`src/hdl/irp_pkg.sv`:
```
// ----------------------------------------------------------------------------
// irp_pkg: shared types and constants of the input report parser
// Record kinds, lengths, Q points and the command beat between the parse
// front and the record assembly back end.
// ----------------------------------------------------------------------------
package irp_pkg;

  localparam int unsigned NumIds   = 6;
  localparam int unsigned NumSlots = 10;
  localparam int unsigned SlotW    = $clog2(NumSlots);

  localparam logic [7:0] TimestampId  = 8'hFB;
  localparam logic [3:0] TimestampLen = 4'd5;

  localparam logic [2:0] KindAccel   = 3'd0;
  localparam logic [2:0] KindGyro    = 3'd1;
  localparam logic [2:0] KindMagnet  = 3'd2;
  localparam logic [2:0] KindLinAcc  = 3'd3;
  localparam logic [2:0] KindRot     = 3'd4;
  localparam logic [2:0] KindGameRot = 3'd5;
  localparam logic [2:0] KindUnknown = 3'd7;

  // register defaults, index order of the config port
  localparam logic [7:0] IdReset [NumIds] = '{8'd1, 8'd2, 8'd3, 8'd4, 8'd5, 8'd8};

  typedef enum logic [1:0] {
    OP_STATUS = 2'd0,  // update the held calibration status
    OP_STORE  = 2'd1,  // store one record byte
    OP_EMIT   = 2'd2   // store the final record byte and emit the report
  } op_e;

  typedef struct packed {
    op_e              op;
    logic [SlotW-1:0] slot;
    logic [7:0]       data;
    logic [2:0]       kind;
  } cmd_t;

  typedef struct packed {
    logic valid;  // queue holds at least one beat
    logic full;   // queue cannot take another beat
  } q_stat_t;

  function automatic logic [3:0] kind_len(input logic [2:0] kind);
    logic [3:0] len;
    unique case (kind)
      KindRot:     len = 4'd14;
      KindGameRot: len = 4'd12;
      default:     len = 4'd10;
    endcase
    return len;
  endfunction

  function automatic logic [3:0] kind_frac_bits(input logic [2:0] kind);
    logic [3:0] fb;
    unique case (kind) inside
      KindGyro:                fb = 4'd9;
      KindMagnet:              fb = 4'd4;
      KindRot, KindGameRot:    fb = 4'd14;
      default:                 fb = 4'd8;
    endcase
    return fb;
  endfunction

endpackage

```
`src/hdl/irp_front.sv`:
```
// ----------------------------------------------------------------------------
// irp_front: byte parser
// Tracks record framing, looks up report IDs and turns the status and
// record bytes into command beats for the back end.
// ----------------------------------------------------------------------------
module irp_front import irp_pkg::*; (
  input  logic       clk_i,
  input  logic       rst_ni,
  input  logic       cfg_we_i,
  input  logic [2:0] cfg_index_i,
  input  logic [7:0] cfg_data_i,
  input  logic       accept_i,
  input  logic [7:0] data_byte_i,
  input  logic       last_byte_i,
  output logic       push_o,
  output cmd_t       cmd_o
);

  logic [7:0] id_q [NumIds];
  logic [3:0] pos_q, pos_d;
  logic [2:0] kind_q, kind_d;
  logic       skip_q, skip_d;
  logic       discard_q, discard_d;
  logic [1:0] stat_q, stat_d;
  logic [2:0] lookup;
  logic       emit;

  // lowest-numbered matching register wins
  always_comb begin
    lookup = KindUnknown;
    for (int i = NumIds - 1; i >= 0; i--) begin
      if (id_q[i] == data_byte_i) lookup = 3'(i);
    end
  end

  always_comb begin
    pos_d     = pos_q;
    kind_d    = kind_q;
    skip_d    = skip_q;
    discard_d = discard_q;
    stat_d    = stat_q;
    push_o    = 1'b0;
    cmd_o     = '{op: OP_STORE, slot: SlotW'(pos_q - 4'd4), data: data_byte_i, kind: kind_q};
    emit      = (kind_q <= KindGameRot) && (pos_q >= 4'd4) &&
                (pos_q + 4'd1 == kind_len(kind_q));
    if (discard_q) begin
      // drop everything until the payload end
    end else if (skip_q) begin
      if (pos_q + 4'd1 >= TimestampLen) begin
        pos_d  = '0;
        skip_d = 1'b0;
      end else begin
        pos_d = pos_q + 4'd1;
      end
    end else if (pos_q == '0) begin
      if (data_byte_i == TimestampId) begin
        skip_d = 1'b1;
      end else begin
        kind_d = lookup;
      end
      pos_d = 4'd1;
    end else begin
      if (pos_q == 4'd2) stat_d = data_byte_i[1:0];
      if (pos_q == 4'd3) begin
        push_o     = accept_i;
        cmd_o.op   = OP_STATUS;
        cmd_o.data = {6'd0, stat_q};
        if (kind_q > KindGameRot) discard_d = 1'b1;
      end
      if (pos_q >= 4'd4) begin
        push_o   = accept_i;
        cmd_o.op = emit ? OP_EMIT : OP_STORE;
      end
      if (emit) begin
        pos_d = '0;
      end else if (!discard_d) begin
        pos_d = pos_q + 4'd1;
      end
    end
    if (last_byte_i) begin
      pos_d     = '0;
      kind_d    = '0;
      skip_d    = 1'b0;
      discard_d = 1'b0;
    end
  end

  always_ff @(posedge clk_i or negedge rst_ni) begin
    if (!rst_ni) begin
      pos_q     <= '0;
      kind_q    <= '0;
      skip_q    <= 1'b0;
      discard_q <= 1'b0;
      stat_q    <= '0;
      for (int i = 0; i < NumIds; i++) id_q[i] <= IdReset[i];
    end else begin
      if (accept_i) begin
        pos_q     <= pos_d;
        kind_q    <= kind_d;
        skip_q    <= skip_d;
        discard_q <= discard_d;
        stat_q    <= stat_d;
      end
      if (cfg_we_i && (cfg_index_i < 3'(NumIds))) id_q[cfg_index_i] <= cfg_data_i;
    end
  end

endmodule

```
`src/hdl/irp_fifo.sv`:
```
// ----------------------------------------------------------------------------
// irp_fifo: command queue
// Small register FIFO between parse front and record back end.
// ----------------------------------------------------------------------------
module irp_fifo import irp_pkg::*; #(
  parameter int unsigned Depth = 4
) (
  input  logic    clk_i,
  input  logic    rst_ni,
  input  logic    push_i,
  input  cmd_t    cmd_i,
  input  logic    pop_i,
  output cmd_t    cmd_o,
  output q_stat_t stat_o
);

  localparam int unsigned PtrW = (Depth > 1) ? $clog2(Depth) : 1;
  localparam int unsigned CntW = $clog2(Depth + 1);

  cmd_t            mem_q [Depth];
  logic [PtrW-1:0] wr_q, rd_q;
  logic [CntW-1:0] cnt_q;

  function automatic logic [PtrW-1:0] bump(input logic [PtrW-1:0] p);
    return (p == PtrW'(Depth - 1)) ? '0 : p + 1'b1;
  endfunction

  assign cmd_o        = mem_q[rd_q];
  assign stat_o.valid = (cnt_q != '0);
  assign stat_o.full  = (cnt_q == CntW'(Depth));

  always_ff @(posedge clk_i) begin
    if (push_i) mem_q[wr_q] <= cmd_i;
  end

  always_ff @(posedge clk_i or negedge rst_ni) begin
    if (!rst_ni) begin
      wr_q  <= '0;
      rd_q  <= '0;
      cnt_q <= '0;
    end else begin
      if (push_i) wr_q <= bump(wr_q);
      if (pop_i)  rd_q <= bump(rd_q);
      if (push_i && !pop_i)      cnt_q <= cnt_q + 1'b1;
      else if (pop_i && !push_i) cnt_q <= cnt_q - 1'b1;
    end
  end

endmodule

```
`src/hdl/irp_back.sv`:
```
// ----------------------------------------------------------------------------
// irp_back: record assembly
// Holds record bytes and calibration status, builds the report and keeps
// it in the output register until taken.
// ----------------------------------------------------------------------------
module irp_back import irp_pkg::*; (
  input  logic               clk_i,
  input  logic               rst_ni,
  input  cmd_t               cmd_i,
  input  q_stat_t            q_stat_i,
  output logic               pop_o,
  output logic               out_valid_o,
  input  logic               out_stall_i,
  output logic [2:0]         report_kind_o,
  output logic [1:0]         cal_status_o,
  output logic signed [15:0] value_x_o,
  output logic signed [15:0] value_y_o,
  output logic signed [15:0] value_z_o,
  output logic signed [15:0] value_real_o,
  output logic signed [15:0] accuracy_estimate_o,
  output logic [3:0]         q_point_o
);

  logic [7:0] slot_q [NumSlots];
  logic [7:0] view   [NumSlots];
  logic [1:0] held_q;
  logic       out_free, wr, emit;

  assign out_free = !out_valid_o || !out_stall_i;
  assign pop_o    = q_stat_i.valid && ((cmd_i.op != OP_EMIT) || out_free);
  assign wr       = pop_o && (cmd_i.op != OP_STATUS);
  assign emit     = pop_o && (cmd_i.op == OP_EMIT);

  // final byte bypasses into the words
  always_comb begin
    for (int i = 0; i < NumSlots; i++) begin
      view[i] = (wr && cmd_i.slot == SlotW'(i)) ? cmd_i.data : slot_q[i];
    end
  end

  always_ff @(posedge clk_i) begin
    if (wr) slot_q[cmd_i.slot] <= cmd_i.data;
    if (emit) begin
      report_kind_o  <= cmd_i.kind;
      cal_status_o   <= held_q;
      value_x_o      <= {view[1], view[0]};
      value_y_o      <= {view[3], view[2]};
      value_z_o      <= {view[5], view[4]};
      value_real_o   <= (cmd_i.kind == KindRot || cmd_i.kind == KindGameRot) ?
                        {view[7], view[6]} : '0;
      accuracy_estimate_o <= (cmd_i.kind == KindRot) ? {view[9], view[8]} : '0;
      q_point_o      <= kind_frac_bits(cmd_i.kind);
    end
  end

  always_ff @(posedge clk_i or negedge rst_ni) begin
    if (!rst_ni) begin
      held_q      <= '0;
      out_valid_o <= 1'b0;
    end else begin
      if (pop_o && cmd_i.op == OP_STATUS) held_q <= cmd_i.data[1:0];
      if (out_free) out_valid_o <= emit;
    end
  end

endmodule

```
`src/hdl/imu_input_report_parser_top.sv`:
```
// ----------------------------------------------------------------------------
// imu_input_report_parser_top: sensor hub input report parser
// Splits a byte stream into records and emits raw Q-format report words.
// ----------------------------------------------------------------------------
// Usage:
//  - Input channel: one payload byte per beat (data_byte_i), last_byte_i
//    marks the final byte of a payload. Beat taken when in_valid_i and
//    !in_stall_o.
//  - Output channel: one report per beat, taken when out_valid_o and
//    !out_stall_i. Only complete records of a known ID make a report.
//  - Config: cfg_we_i writes cfg_data_i into ID register cfg_index_i
//    (0..5); other indexes are ignored. Write only while idle.
//  - Throughput: one byte per cycle while in_stall_o is low. Constant work
//    per byte in the front parser and in the back end, at most one queue beat each.
//  - Report path: the record's final byte is written into the queue, then
//    the back end pops it into the output register and out_valid_o rises
//    (the pop waits while a stalled report is held).
//  - Reset: ID registers return to 1,2,3,4,5,8, framing and held status
//    clear, queue and output register empty.
//  - Receiver stall: the output register holds its report; the queue
//    (QueueDepth beats) keeps absorbing bytes, then in_stall_o rises.
// ----------------------------------------------------------------------------
module imu_input_report_parser_top import irp_pkg::*; #(
  parameter int unsigned QueueDepth = 4
) (
  input  logic               clk_i,
  input  logic               rst_ni,
  input  logic               cfg_we_i,
  input  logic [2:0]         cfg_index_i,
  input  logic [7:0]         cfg_data_i,
  input  logic               in_valid_i,
  output logic               in_stall_o,
  input  logic [7:0]         data_byte_i,
  input  logic               last_byte_i,
  output logic               out_valid_o,
  input  logic               out_stall_i,
  output logic [2:0]         report_kind_o,
  output logic [1:0]         cal_status_o,
  output logic signed [15:0] value_x_o,
  output logic signed [15:0] value_y_o,
  output logic signed [15:0] value_z_o,
  output logic signed [15:0] value_real_o,
  output logic signed [15:0] accuracy_estimate_o,
  output logic [3:0]         q_point_o
);

  logic    accept, push, pop;
  cmd_t    push_cmd, head_cmd;
  q_stat_t q_stat;

  // stall only on a full queue; every byte is consumed by the front
  assign in_stall_o = q_stat.full;
  assign accept     = in_valid_i && !in_stall_o;

  irp_front u_front (
    .clk_i       (clk_i),
    .rst_ni      (rst_ni),
    .cfg_we_i    (cfg_we_i),
    .cfg_index_i (cfg_index_i),
    .cfg_data_i  (cfg_data_i),
    .accept_i    (accept),
    .data_byte_i (data_byte_i),
    .last_byte_i (last_byte_i),
    .push_o      (push),
    .cmd_o       (push_cmd)
  );

  irp_fifo #(.Depth(QueueDepth)) u_fifo (
    .clk_i  (clk_i),
    .rst_ni (rst_ni),
    .push_i (push),
    .cmd_i  (push_cmd),
    .pop_i  (pop),
    .cmd_o  (head_cmd),
    .stat_o (q_stat)
  );

  irp_back u_back (
    .clk_i               (clk_i),
    .rst_ni              (rst_ni),
    .cmd_i               (head_cmd),
    .q_stat_i            (q_stat),
    .pop_o               (pop),
    .out_valid_o         (out_valid_o),
    .out_stall_i         (out_stall_i),
    .report_kind_o       (report_kind_o),
    .cal_status_o        (cal_status_o),
    .value_x_o           (value_x_o),
    .value_y_o           (value_y_o),
    .value_z_o           (value_z_o),
    .value_real_o        (value_real_o),
    .accuracy_estimate_o (accuracy_estimate_o),
    .q_point_o           (q_point_o)
  );

  // a full queue is never empty
  a_full_nonempty: assert property (@(posedge clk_i) disable iff (!rst_ni)
    q_stat.full |-> q_stat.valid) else $error("queue full but empty");

  // only known kinds are reported
  a_kind_range: assert property (@(posedge clk_i) disable iff (!rst_ni)
    out_valid_o |-> report_kind_o <= KindGameRot) else $error("bad report kind");

  // accuracy word exists only in rotation vector records
  a_acc_zero: assert property (@(posedge clk_i) disable iff (!rst_ni)
    out_valid_o && report_kind_o != KindRot |-> accuracy_estimate_o == '0)
    else $error("accuracy set on non-rotation report");

  // three-axis kinds carry no real part
  a_real_zero: assert property (@(posedge clk_i) disable iff (!rst_ni)
    out_valid_o && report_kind_o < KindRot |-> value_real_o == '0)
    else $error("real part set on three-axis report");

endmodule
```
`config.mk`:
```
export PLATFORM = sky130hd
export DESIGN_NAME = imu_input_report_parser_top
export DESIGN_NICKNAME = d
export VERILOG_FILES = /design/src/hdl/irp_pkg.sv /design/src/hdl/irp_front.sv /design/src/hdl/irp_fifo.sv /design/src/hdl/irp_back.sv /design/src/hdl/imu_input_report_parser_top.sv
export SDC_FILE = /design/constraint.sdc
export NUM_CORES = 1
export LEC_CHECK = 0
export BUFFER_PORTS_ARGS = -buffer_cell sky130_fd_sc_hd__buf_4
export CORE_UTILIZATION = 59
export CTS_BUF_LIST = sky130_fd_sc_hd__clkbuf_16
export DETAILED_ROUTE_END_ITERATION = 8
export PLACE_DENSITY_LB_ADDON = 0.08
export SLEW_MARGIN = 5
export SYNTH_ARGS = -nofsm -noshare
export SYNTH_HDL_FRONTEND = slang
export SYNTH_SLANG_ARGS = --single-unit
```
`constraint.sdc`:
```
create_clock -name clk_i -period 7.2 [get_ports clk_i]
set_clock_uncertainty 0.15 [all_clocks]
set_input_delay 1.08 -clock clk_i [delete_from_list [all_inputs] [get_ports clk_i]]
set_output_delay 1.08 -clock clk_i [all_outputs]
set_load 0.005 [all_outputs]
```
Word-level counts from Yosys, hierarchy flattened
Memories as Yosys holds them, arrays and structs flattened. A register that Yosys moved wholly into a read port is not among the register bits. Cells that the tools add are included. Widths: inputs -> output; s select.

Memories kept: 2. Word-level logic and storage cells: 158. Bits in registers: 78. RAM bits: 148. Input bits: 25. Output and inout port bits: 91.

Memory list: u_back.slot_q (depth 10, bits a word 8, read ports 10, clocked after Yosys merged registers in 10, wr ports 1, RTL line irp_back.sv:24) `logic [7:0] slot_q [NumSlots];`; u_fifo.mem_q (depth 4, bits a word 17, read ports 1, clocked after Yosys merged registers in 0, wr ports 1, RTL line irp_fifo.sv:20) `cmd_t mem_q [Depth];`.

Bitwise operators: 4. Reductions and logical operators: 34. Magnitude comparators: 7. Eq/ne operators: 25. Muxes and demuxes: 61. Add/subtract/negate cells: 6.

Operators with widths (count): $bwmux 48 (1); $eq 8x8->1 (6); $mux 8 (5); $mux 3 (12); $mux 4 (7); $mux 1 (25); $demux 8 s3 (1); $mux 2 (8); $eq 3x3->1 const B (5); $pmux 4 s3 (1); $logic_and 1x1->1 (11); $reduce_and 5->1 (2); $logic_not 1->1 (9); $eq 4x2->1 const B (2); $eq 8x8->1 const B (1); $ge 4x3->1 const B (2); $ne 2x2->1 const B (4); $eq 2x2->1 const B (3); $pmux 3 s2 (1); $reduce_bool 2->1 (3); $ne 5x2->1 const B (1); $add 2x1->2 const B (2); $add 4x1->4 const B (1); $eq 4x4->1 (1); 19 further kinds (23).

Longest topological paths before layout
Gate-level depths: netlist of run 1.

Word-level depth: 12. Depth in mapped cells: 13. Mapped depth without buffers: 12.

Modules after synthesis
A second synthesis of run 1 with hierarchy kept.

Cells, all modules: 778. Area total of the unflattened synthesis: 13112.6 um^2.

By module, submodules not included: irp_back (instances 1, area an instance 6820.3 um^2, cells an instance 362); irp_front (instances 1, area an instance 3367.0 um^2, cells an instance 289); irp_fifo (instances 1, area an instance 2911.5 um^2, cells an instance 126); imu_input_report_parser_top (instances 1, area an instance 13.8 um^2, cells an instance 1).

Worst setup path before layout of run 1
No wires, ideal clock.

Kind: flip-flop to flip-flop. Start point: register u_fifo.rd_q[1]. End point: register u_back.accuracy_estimate_o[0] (read register of u_back.slot_q), enable pin. Slack: 1.164 ns. Buffers on the path: 2. Cell stages (with the launch flop): 9. Arrival time: 5.349 ns. Path through: dfrtp_1 buf_2 buf_1 mux4_2 nand2b_1 nor2_1 nor2_1 inv_1 nor2_1.

Longest elaborated chain between the ends: 5.

Ends and longest elaborated chain: start: declaration (RTL line irp_fifo.sv:21) `logic [PtrW-1:0] wr_q, rd_q;`; start signal: assignment (RTL line irp_fifo.sv:43) `if (pop_i) rd_q <= bump(rd_q);`; $mem_v2 4x17 (*); $ne 2x2->1 (RTL line irp_back.sv:30) `assign pop_o = q_stat_i.valid && ((cmd_i.op != OP_EMIT) || out_free);`; $logic_or 1x1->1 (RTL line irp_back.sv:30); $logic_and 1x1->1 (RTL line irp_back.sv:30); $logic_and 1x1->1 (*) (RTL line irp_back.sv:32) `assign emit = pop_o && (cmd_i.op == OP_EMIT);`; via u_back.emit (RTL line irp_back.sv:27) `logic out_free, wr, emit;`; end: declaration (RTL line irp_back.sv:20) `output logic signed [15:0] accuracy_estimate_o,`.

The timed path passes the listed nets; every way through them passes the cells marked *. A chain may end at the register's enable or synchronous reset.

Final worst setup path of run 1
Start point: register u_fifo.rd_q[0]. End point: register u_back.value_z_o[4], in the netlist value_z_o[4] (read register of u_back.slot_q), enable pin.

Longest elaborated chain between the ends: 5.

Ends and longest elaborated chain: $mem_v2 4x17 (*); $ne 2x2->1 (RTL line irp_back.sv:30); $logic_or 1x1->1 (RTL line irp_back.sv:30); $logic_and 1x1->1 (RTL line irp_back.sv:30); $logic_and 1x1->1 (*) (RTL line irp_back.sv:32); via u_back.emit (RTL line irp_back.sv:27); end: declaration (RTL line irp_back.sv:18) `output logic signed [15:0] value_z_o,`.

Marks and branches as above.

==> results of run 1 <==
[where the power goes]
part	total [µW]	switching (µW)	internal, µW
logic	1340	752	590
clock network	1450	609	838
registers	2630	210	2420
[sequential cells by signal, indices dropped and copies added (netlist names), 4 cells and up]
| signal | flops |
|---|---|
| value_z_o | 16 |
| u_back.slot_q | 80 |
| u_front.id_q | 48 |
| u_back.value_real_o | 16 |
| value_x_o | 16 |
| u_back.accuracy_estimate_o | 16 |
| u_fifo.mem_q | 68 |
| u_back.q_point_o | 4 |
| u_front.pos_q | 4 |
| value_y_o | 16 |
[logic make-up (layout without fill, tap and decap cells)]
kind of cell               count (synthesis)  in the layout
AOI/OAI and AO/OA                         47             47
DFF                                      306            306
and+or+nand+nor                          146            146
buffers and inverters                     55            196
adders and majority gates                 12             12
xor gates and xnor gates                  55             55
muxes                                    141            141
[cells in the mapped netlist (2+ instances only)]
cell type and number:
buf_4 4, a31oi_1 3, a21oi_1 5, mux2_2 108, nor3_1 5, clkbuf_1 23, mux4_2 11, mux2i_1 16
nor2_1 32, ha_1 11, mux4_1 6, nand2_1 26, nand2_2 4, and2_1 6, nor3b_1 4, nand4b_1 4
dfstp_2 8, o21ai_0 25, nand3_1 22, inv_1 22, or3_1 2, nor2b_1 11, edfxtp_1 237, or4_1 2
o221ai_1 2, nand2b_1 5, nand3_2 2, nor4_1 9, xor2_1 36, dfrtp_1 61, buf_2 3, nand4_1 6
xnor2_1 19
[worst register-to-register path, stage by stage, from the launching register on]
cell and delay (ps):
dfrtp_1 1080, mux4_2 640, nand2b_1 190, nor2_1 70, nor2_1 190, inv_1 130
nor2_4 500, buf_4 750
[cell type report]
| class | instances | area, µm² | area share |
|---|---|---|---|
| Clock inverter | 22 | 139 | 0.00950 |
| Clock buffer | 31 | 776 | 0.0530 |
| Tap cell | 275 | 344 | 0.0235 |
| Inverter | 23 | 86.3 | 0.00590 |
| Sequential cell | 306 | 8850 | 0.605 |
| Multi-Input combinational cell | 401 | 3530 | 0.241 |
| Timing Repair Buffer | 120 | 901 | 0.0616 |
[worst paths after layout]
check                                         end  cells after the start
max in group asynchronous         u_fifo.cnt_q[2]                      1
setup / recovery                     value_z_o[4]                      7
hold reg to reg            u_back.cal_status_o[1]                      0
setup reg to reg                     value_z_o[4]                      7
hold / removal             u_back.cal_status_o[1]                      0
min in group asynchronous         u_front.id_q[2]                      1
[per-stage QoR]
step	area (µm²)	instances	hold WS, ps	worst slack, ps	util
final	14600	1178	307	3080	0.698
after floorplan	12600	762	271	1160	-
after detailed placement	13700	1125	293	3060	0.654
after CTS	14600	1178	307	3020	0.698
after global routing	14600	1178	319	2700	0.698
after global placement	13700	1125	286	3160	0.654
[routing by layer]
layer	up-vias	routed length, µm	GRT usage	part of all wire
met4	0	473	0.0639	0.020
met5	-	0	0	0
met3	37	944	0.0258	0.041
met1	3321	10100	0.294	0.44
met2	161	11700	0.369	0.50
li1	3098	-	-	-
==> impl_metrics.json, run 1 <==
{
  "status": "finished clean",
  "synth_top_family_by_area": "multiplexers",
  "cpPeakStageDelay_ps": 1080,
  "clkSinkCount": 306,
  "timing.rr.start": "u_fifo.rd_q[0]",
  "leakage_uw": 0.00553,
  "setup.worst_path.start": "u_fifo.rd_q[0]",
  "final_cell_mix": "edfxtp_1 (237), buf_4 (120), mux2_2 (108)",
  "wirelength_mm": 23.2,
  "vias": 6617,
  "clock_path_buffers": 3,
  "viasPerCell": 5.62,
  "initial_core_util": 0.602,
  "synth_top_cells_by_area": "edfxtp_1 (56%), dfrtp_1 (12%), mux2_2 (9.6%), xor2_1 (2.5%), mux4_2 (2.0%)",
  "fillers": 1410,
  "coreArea_mm2": 0.0210,
  "cts.htree.levels": 1,
  "cts_setup_buffers": 0,
  "syn2layout_area_growth_pct": 16.0,
  "maxCapViolCount": 0,
  "mappedNetlistArea_mm2": 0.0126,
  "grt_pass1_vias": 6581,
  "die_area_mm2": 0.0220,
  "place_congestion": 0.865,
  "critical_path.top_delay_family": "flip-flops",
  "firstDrtPassIters": 4,
  "final_common_cell": "edfxtp_1",
  "cts_made_buffers": 30,
  "worstMarginPinSlew_ps": 1220,
  "die_w_um": 148,
  "port_buffers": 115,
  "min_from": "u_back.held_q[1]",
  "cts_tree": "built",
  "netlist.top_cell.by_area": "edfxtp_1",
  "cts-resized-gates": 0,
  "hpwl_mm": 15.0,
  "fp.dieH_um": 148,
  "setup_tns_ps": 0,
  "rows": 53,
  "synth_compound_area_frac": 0.0245,
  "ctsHoldBuffers": 0,
  "synth.mux.area_fraction": 0.141,
  "synth_flop_cell": "edfxtp_1",
  "cellPowerDensity_mw_per_mm2": 370,
  "setup_viol": 0,
  "crit_type": "reg -> reg",
  "grt.total_usage": 0.216,
  "ys_ff_latch": 306,
  "critical_path_arrival_ps": 4140,
  "vdd_drop_max_v": 0.000194,
  "wl_per_cell_um": 19.7,
  "nets": 919,
  "r2r_setup_slack_ps": 3080,
  "async_flop_share": 0.225,
  "hold_class": "reg -> reg",
  "synth_edf_count": 237,
  "path_cells": "mux4_2 -> nand2b_1 -> nor2_1 -> nor2_1 -> inv_1 -> nor2_4 -> buf_4",
  "fin_total_pwr_uw": 5420,
  "syn-num-nets": 799,
  "ys_types": 55,
  "num_io_pins": 116,
  "slew_viol_final": 0,
  "crit_top_cell": "nor2_1",
  "drive_gt1_frac": 0.330,
  "clockRootBuffer": "clkbuf_16",
  "ant_nets": 0,
  "period_minus_slack_ps": 4120,
  "rsz0062_at_grt": "no",
  "grt_max_degree": 70,
  "path_buf_inv": 2,
  "synth_area_per_cell_um2": 16.5,
  "worst_setup_path_start_kind": "flip-flop",
  "cts.clk_slew.worst_paths_ps": 60,
  "synthCells": 762,
  "gr-total-overflow": 0,
  "synth.top_cell.area_share": 0.565,
  "synth_xor_area_frac": 0.0382,
  "synth.yosys.seq_area_share": 0.702,
  "grt_pass1_wl_mm": 35.9,
  "fin_crit_sh": 0.573,
  "drcViolationCount": 0,
  "critPathSlowestCell": "dfrtp_1",
  "cp_max_fo": 67,
  "hold_viol": 0,
  "antenna_found_initial": 0,
  "drt_iter0_drc": 373,
  "yosysWarnings": 0,
  "cp.required_ps": 7220,
  "n_antenna_cell": 0,
  "synth_adder_area_share": 0.0125,
  "slew_headroom": 0.181,
  "timing.fmax_ghz": 0.243,
  "worst_setup_path_end_kind": "flip-flop",
  "clock_latency_ps": 550,
  "synthSimpleGateAreaFrac": 0.0625
}
No activity file was read; power rests on OpenSTA's default activity.
==> inputs of run 2 (changes only) <==
ABC_AREA = 1   (was unset)
clock period = 4.3 ns   (was 7.2 ns; I/O delays follow)
==> run 2 against run 1 <==
  * Register-to-register slack got worse by 2000 ps
  * Synthesized area rose by 4.1%
  * First-iteration DRC count rose by 99%
  * Global-route usage rose by 2.4 points
  * Core utilization fell by 0.41 points
  * Critical path type unchanged
  * Largest power group unchanged
==> impl_metrics.json, run 2 <==
{
  "fillers": 1603,
  "netlist.top_cell.by_area": "edfxtp_1",
  "grt.total_usage": 0.241,
  "initial_core_util": 0.601,
  "p_switching_uw": 3700,
  "rows": 54,
  "reg2reg_depth": 9,
  "ctsHoldBuffers": 0,
  "yosysWarnings": 0,
  "sequentialPowerShare": 0.439,
  "pwr-share-clk": 0.237,
  "ys_types": 40,
  "cp.required_ps": 4410,
  "cts_tree": "built",
  "hold_class": "in -> async",
  "cp_max_fo": 53,
  "synth_most_common_cell": "nand2_1",
  "cts.clk_slew.worst_paths_ps": 60,
  "reg.largest.list": "u_back.slot_q (80), u_fifo.mem_q (68), u_front.id_q (48)",
  "gr-total-overflow": 0,
  "fin_total_pwr_uw": 10600,
  "leakage_uw": 0.00608,
  "clockRootBuffer": "clkbuf_16",
  "r2r_setup_slack_ps": 1040,
  "viasPerCell": 5.32,
  "synth_edf_count": 237,
  "drive_gt1_frac": 0.190,
  "grt_max_degree": 70,
  "cts.htree.levels": 1,
  "synth_flop_cell": "edfxtp_1",
  "layout.cells.non_filler": 1570,
  "place_area_mm2": 0.0142,
  "clock_path_buffers": 3,
  "timing.fmax_ghz": 0.307,
  "die_w_um": 151,
  "synth_top_cells_by_area": "edfxtp_1 (54%), dfrtp_1 (12%), nand2_1 (7.8%), nor2_1 (4.1%), o21ai_0 (2.3%)",
  "crit_type": "reg -> reg",
  "ys_top_cells_by_count": "nand2_1 (272), edfxtp_1 (237), nor2_1 (143)",
  "antenna_found_initial": 0,
  "final_cell_mix": "nand2_1 (272), edfxtp_1 (237), nor2_1 (143)",
  "regMostFlops": "u_back.slot_q",
  "vdd_drop_max_v": 0.000388,
  "ant_nets": 0,
  "n_antenna_cell": 0,
  "grt_pass1_wl_mm": 41.5,
  "vias": 8345,
  "setup.worst_path.start": "u_fifo.rd_q[1]",
  "worst_setup_path_end_kind": "flip-flop",
  "synth_area_per_cell_um2": 11.5,
  "rsz0062_at_grt": "no",
  "setup_viol": 0,
  "hold_viol": 0,
  "switching_share": 0.347,
  "clock_latency_ps": 540,
  "maxCapViolCount": 0,
  "syn-num-nets": 1179,
  "worst_setup_path_start_kind": "flip-flop",
  "syn2layout_area_growth_pct": 15.3,
  "grt_pass1_vias": 7830,
  "endpoint": "value_x_o[13]",
  "wl_per_cell_um": 17.0,
  "status": "finished clean",
  "timing.rr.start": "u_fifo.rd_q[1]",
  "place_congestion": 0.856,
  "port_buffers": 115,
  "final_common_cell": "nand2_1",
  "slew_viol_final": 0,
  "cellPowerDensity_mw_per_mm2": 703,
  "setup_tns_ps": 0,
  "die_area_mm2": 0.0228,
  "critical_path_arrival_ps": 3370,
  "drcViolationCount": 0,
  "ys_ff_latch": 306,
  "worstMarginPinSlew_ps": 1040,
  "num_io_pins": 116,
  "firstDrtPassIters": 5,
  "largest_reg_flops": 80,
  "nets": 1304,
  "synthCells": 1142,
  "coreArea_mm2": 0.0218,
  "worstReg2RegEnd": "value_x_o[13]",
  "cts-resized-gates": 0,
  "drt_iter0_drc": 742,
  "hpwl_mm": 17.4,
  "place_inst": 1515,
  "combPwrFrac": 0.324,
  "cts_made_buffers": 30,
  "fin_crit_sh": 0.758,
  "clkSinkCount": 306,
  "intPower_uw": 6950,
  "slew_headroom": 0.310,
  "async_flop_share": 0.225,
  "fp.dieH_um": 151,
  "synth.yosys.seq_area_share": 0.674,
  "cts_setup_buffers": 0,
  "synth.top_cell.area_share": 0.542,
  "fin_area_mm2": 0.0151,
  "mappedNetlistArea_mm2": 0.0131,
  "wirelength_mm": 26.8,
  "period_minus_slack_ps": 3260
}
run 2: cell types whose count changed in the layout (fill, tap and decap cells not counted), moves of 14 or more:
cell     change
o21ai_0     +36
mux2i_1     -16
nand2_1    +246
nor2_1     +112
mux2_2     -108
inv_1       +53
a21oi_1     +55
xor2_1      -14
run 2: power by group through the flow:
stage | sequential, µW | combinational (µW) | clock, µW
final | 4670 | 3450 | 2520
after global placement | 4710 | 3380 | 0
after global routing | 4750 | 3830 | 2660
after detailed placement | 4730 | 3470 | 0
after floorplan | 4650 | 2200 | 0
after CTS | 4680 | 3490 | 2560
run 2: kinds of logic (layout without fill, tap and decap cells):
| kind of cell | after synthesis | count (layout) | synth area share |
|---|---|---|---|
| AND/OR/NAND/NOR | 505 | 505 | 0.168 |
| flip-flops | 306 | 306 | 0.674 |
| AO/OA/AOI/OAI | 157 | 157 | 0.0720 |
| buffers and inverters | 122 | 270 | 0.0467 |
| XOR/XNOR | 40 | 40 | 0.0267 |
| adder cells (fa/ha/maj) | 12 | 12 | 0.0120 |
run 2: critical path, stage by stage, from the launching register on:
cell,delay [ps]
dfrtp_1,510
inv_2,490
nand3_1,160
nand2_2,150
nand3_2,130
nand2_1,110
inv_1,90
nand3_1,120
clkinv_2,580
buf_12,460
run 2: layer usage:
| layer | up-vias | GRT usage | share of wire |
|---|---|---|---|
| li1 | 4102 | - | - |
| met1 | 3952 | 0.339 | 0.44 |
| met2 | 246 | 0.398 | 0.49 |
| met3 | 45 | 0.0289 | 0.056 |
| met4 | 0 | 0.0685 | 0.022 |
| met5 | - | 0 | 0 |
run 2: worst min-delay path by stage:
stage	startpoint	to	slack, ps	cells past startpoint
after floorplan	rst_ni	u_back.held_q[0]	200	0
after global placement	u_back.held_q[1]	u_back.cal_status_o[1]	280	0
final	rst_ni	u_fifo.wr_q[0]	70	1
after CTS	rst_ni	u_fifo.rd_q[1]	110	1
after global routing	rst_ni	u_fifo.wr_q[0]	150	1
after detailed placement	u_back.held_q[1]	u_back.cal_status_o[1]	290	0
run 2: layout make-up:
cell class | count | area, µm² | area share
Timing Repair Buffer | 130 | 988 | 0.0653
Multi-Input combinational cell | 714 | 3660 | 0.242
Sequential cell | 306 | 8850 | 0.585
Clock inverter | 24 | 185 | 0.0122
Clock buffer | 31 | 776 | 0.0512
Inverter | 85 | 328 | 0.0217
Tap cell | 280 | 350 | 0.0231
run 2: per-stage QoR:
step / hold WS, ps / worst slack, ps / util
2_1_floorplan: 199 / 827 / -
3_5_place_dp: 291 / 1020 / 0.650
6_report: 74.1 / 1040 / 0.694
3_3_place_gp: 284 / 1110 / 0.650
5_1_grt: 149 / 800 / 0.694
4_1_cts: 108 / 1010 / 0.694
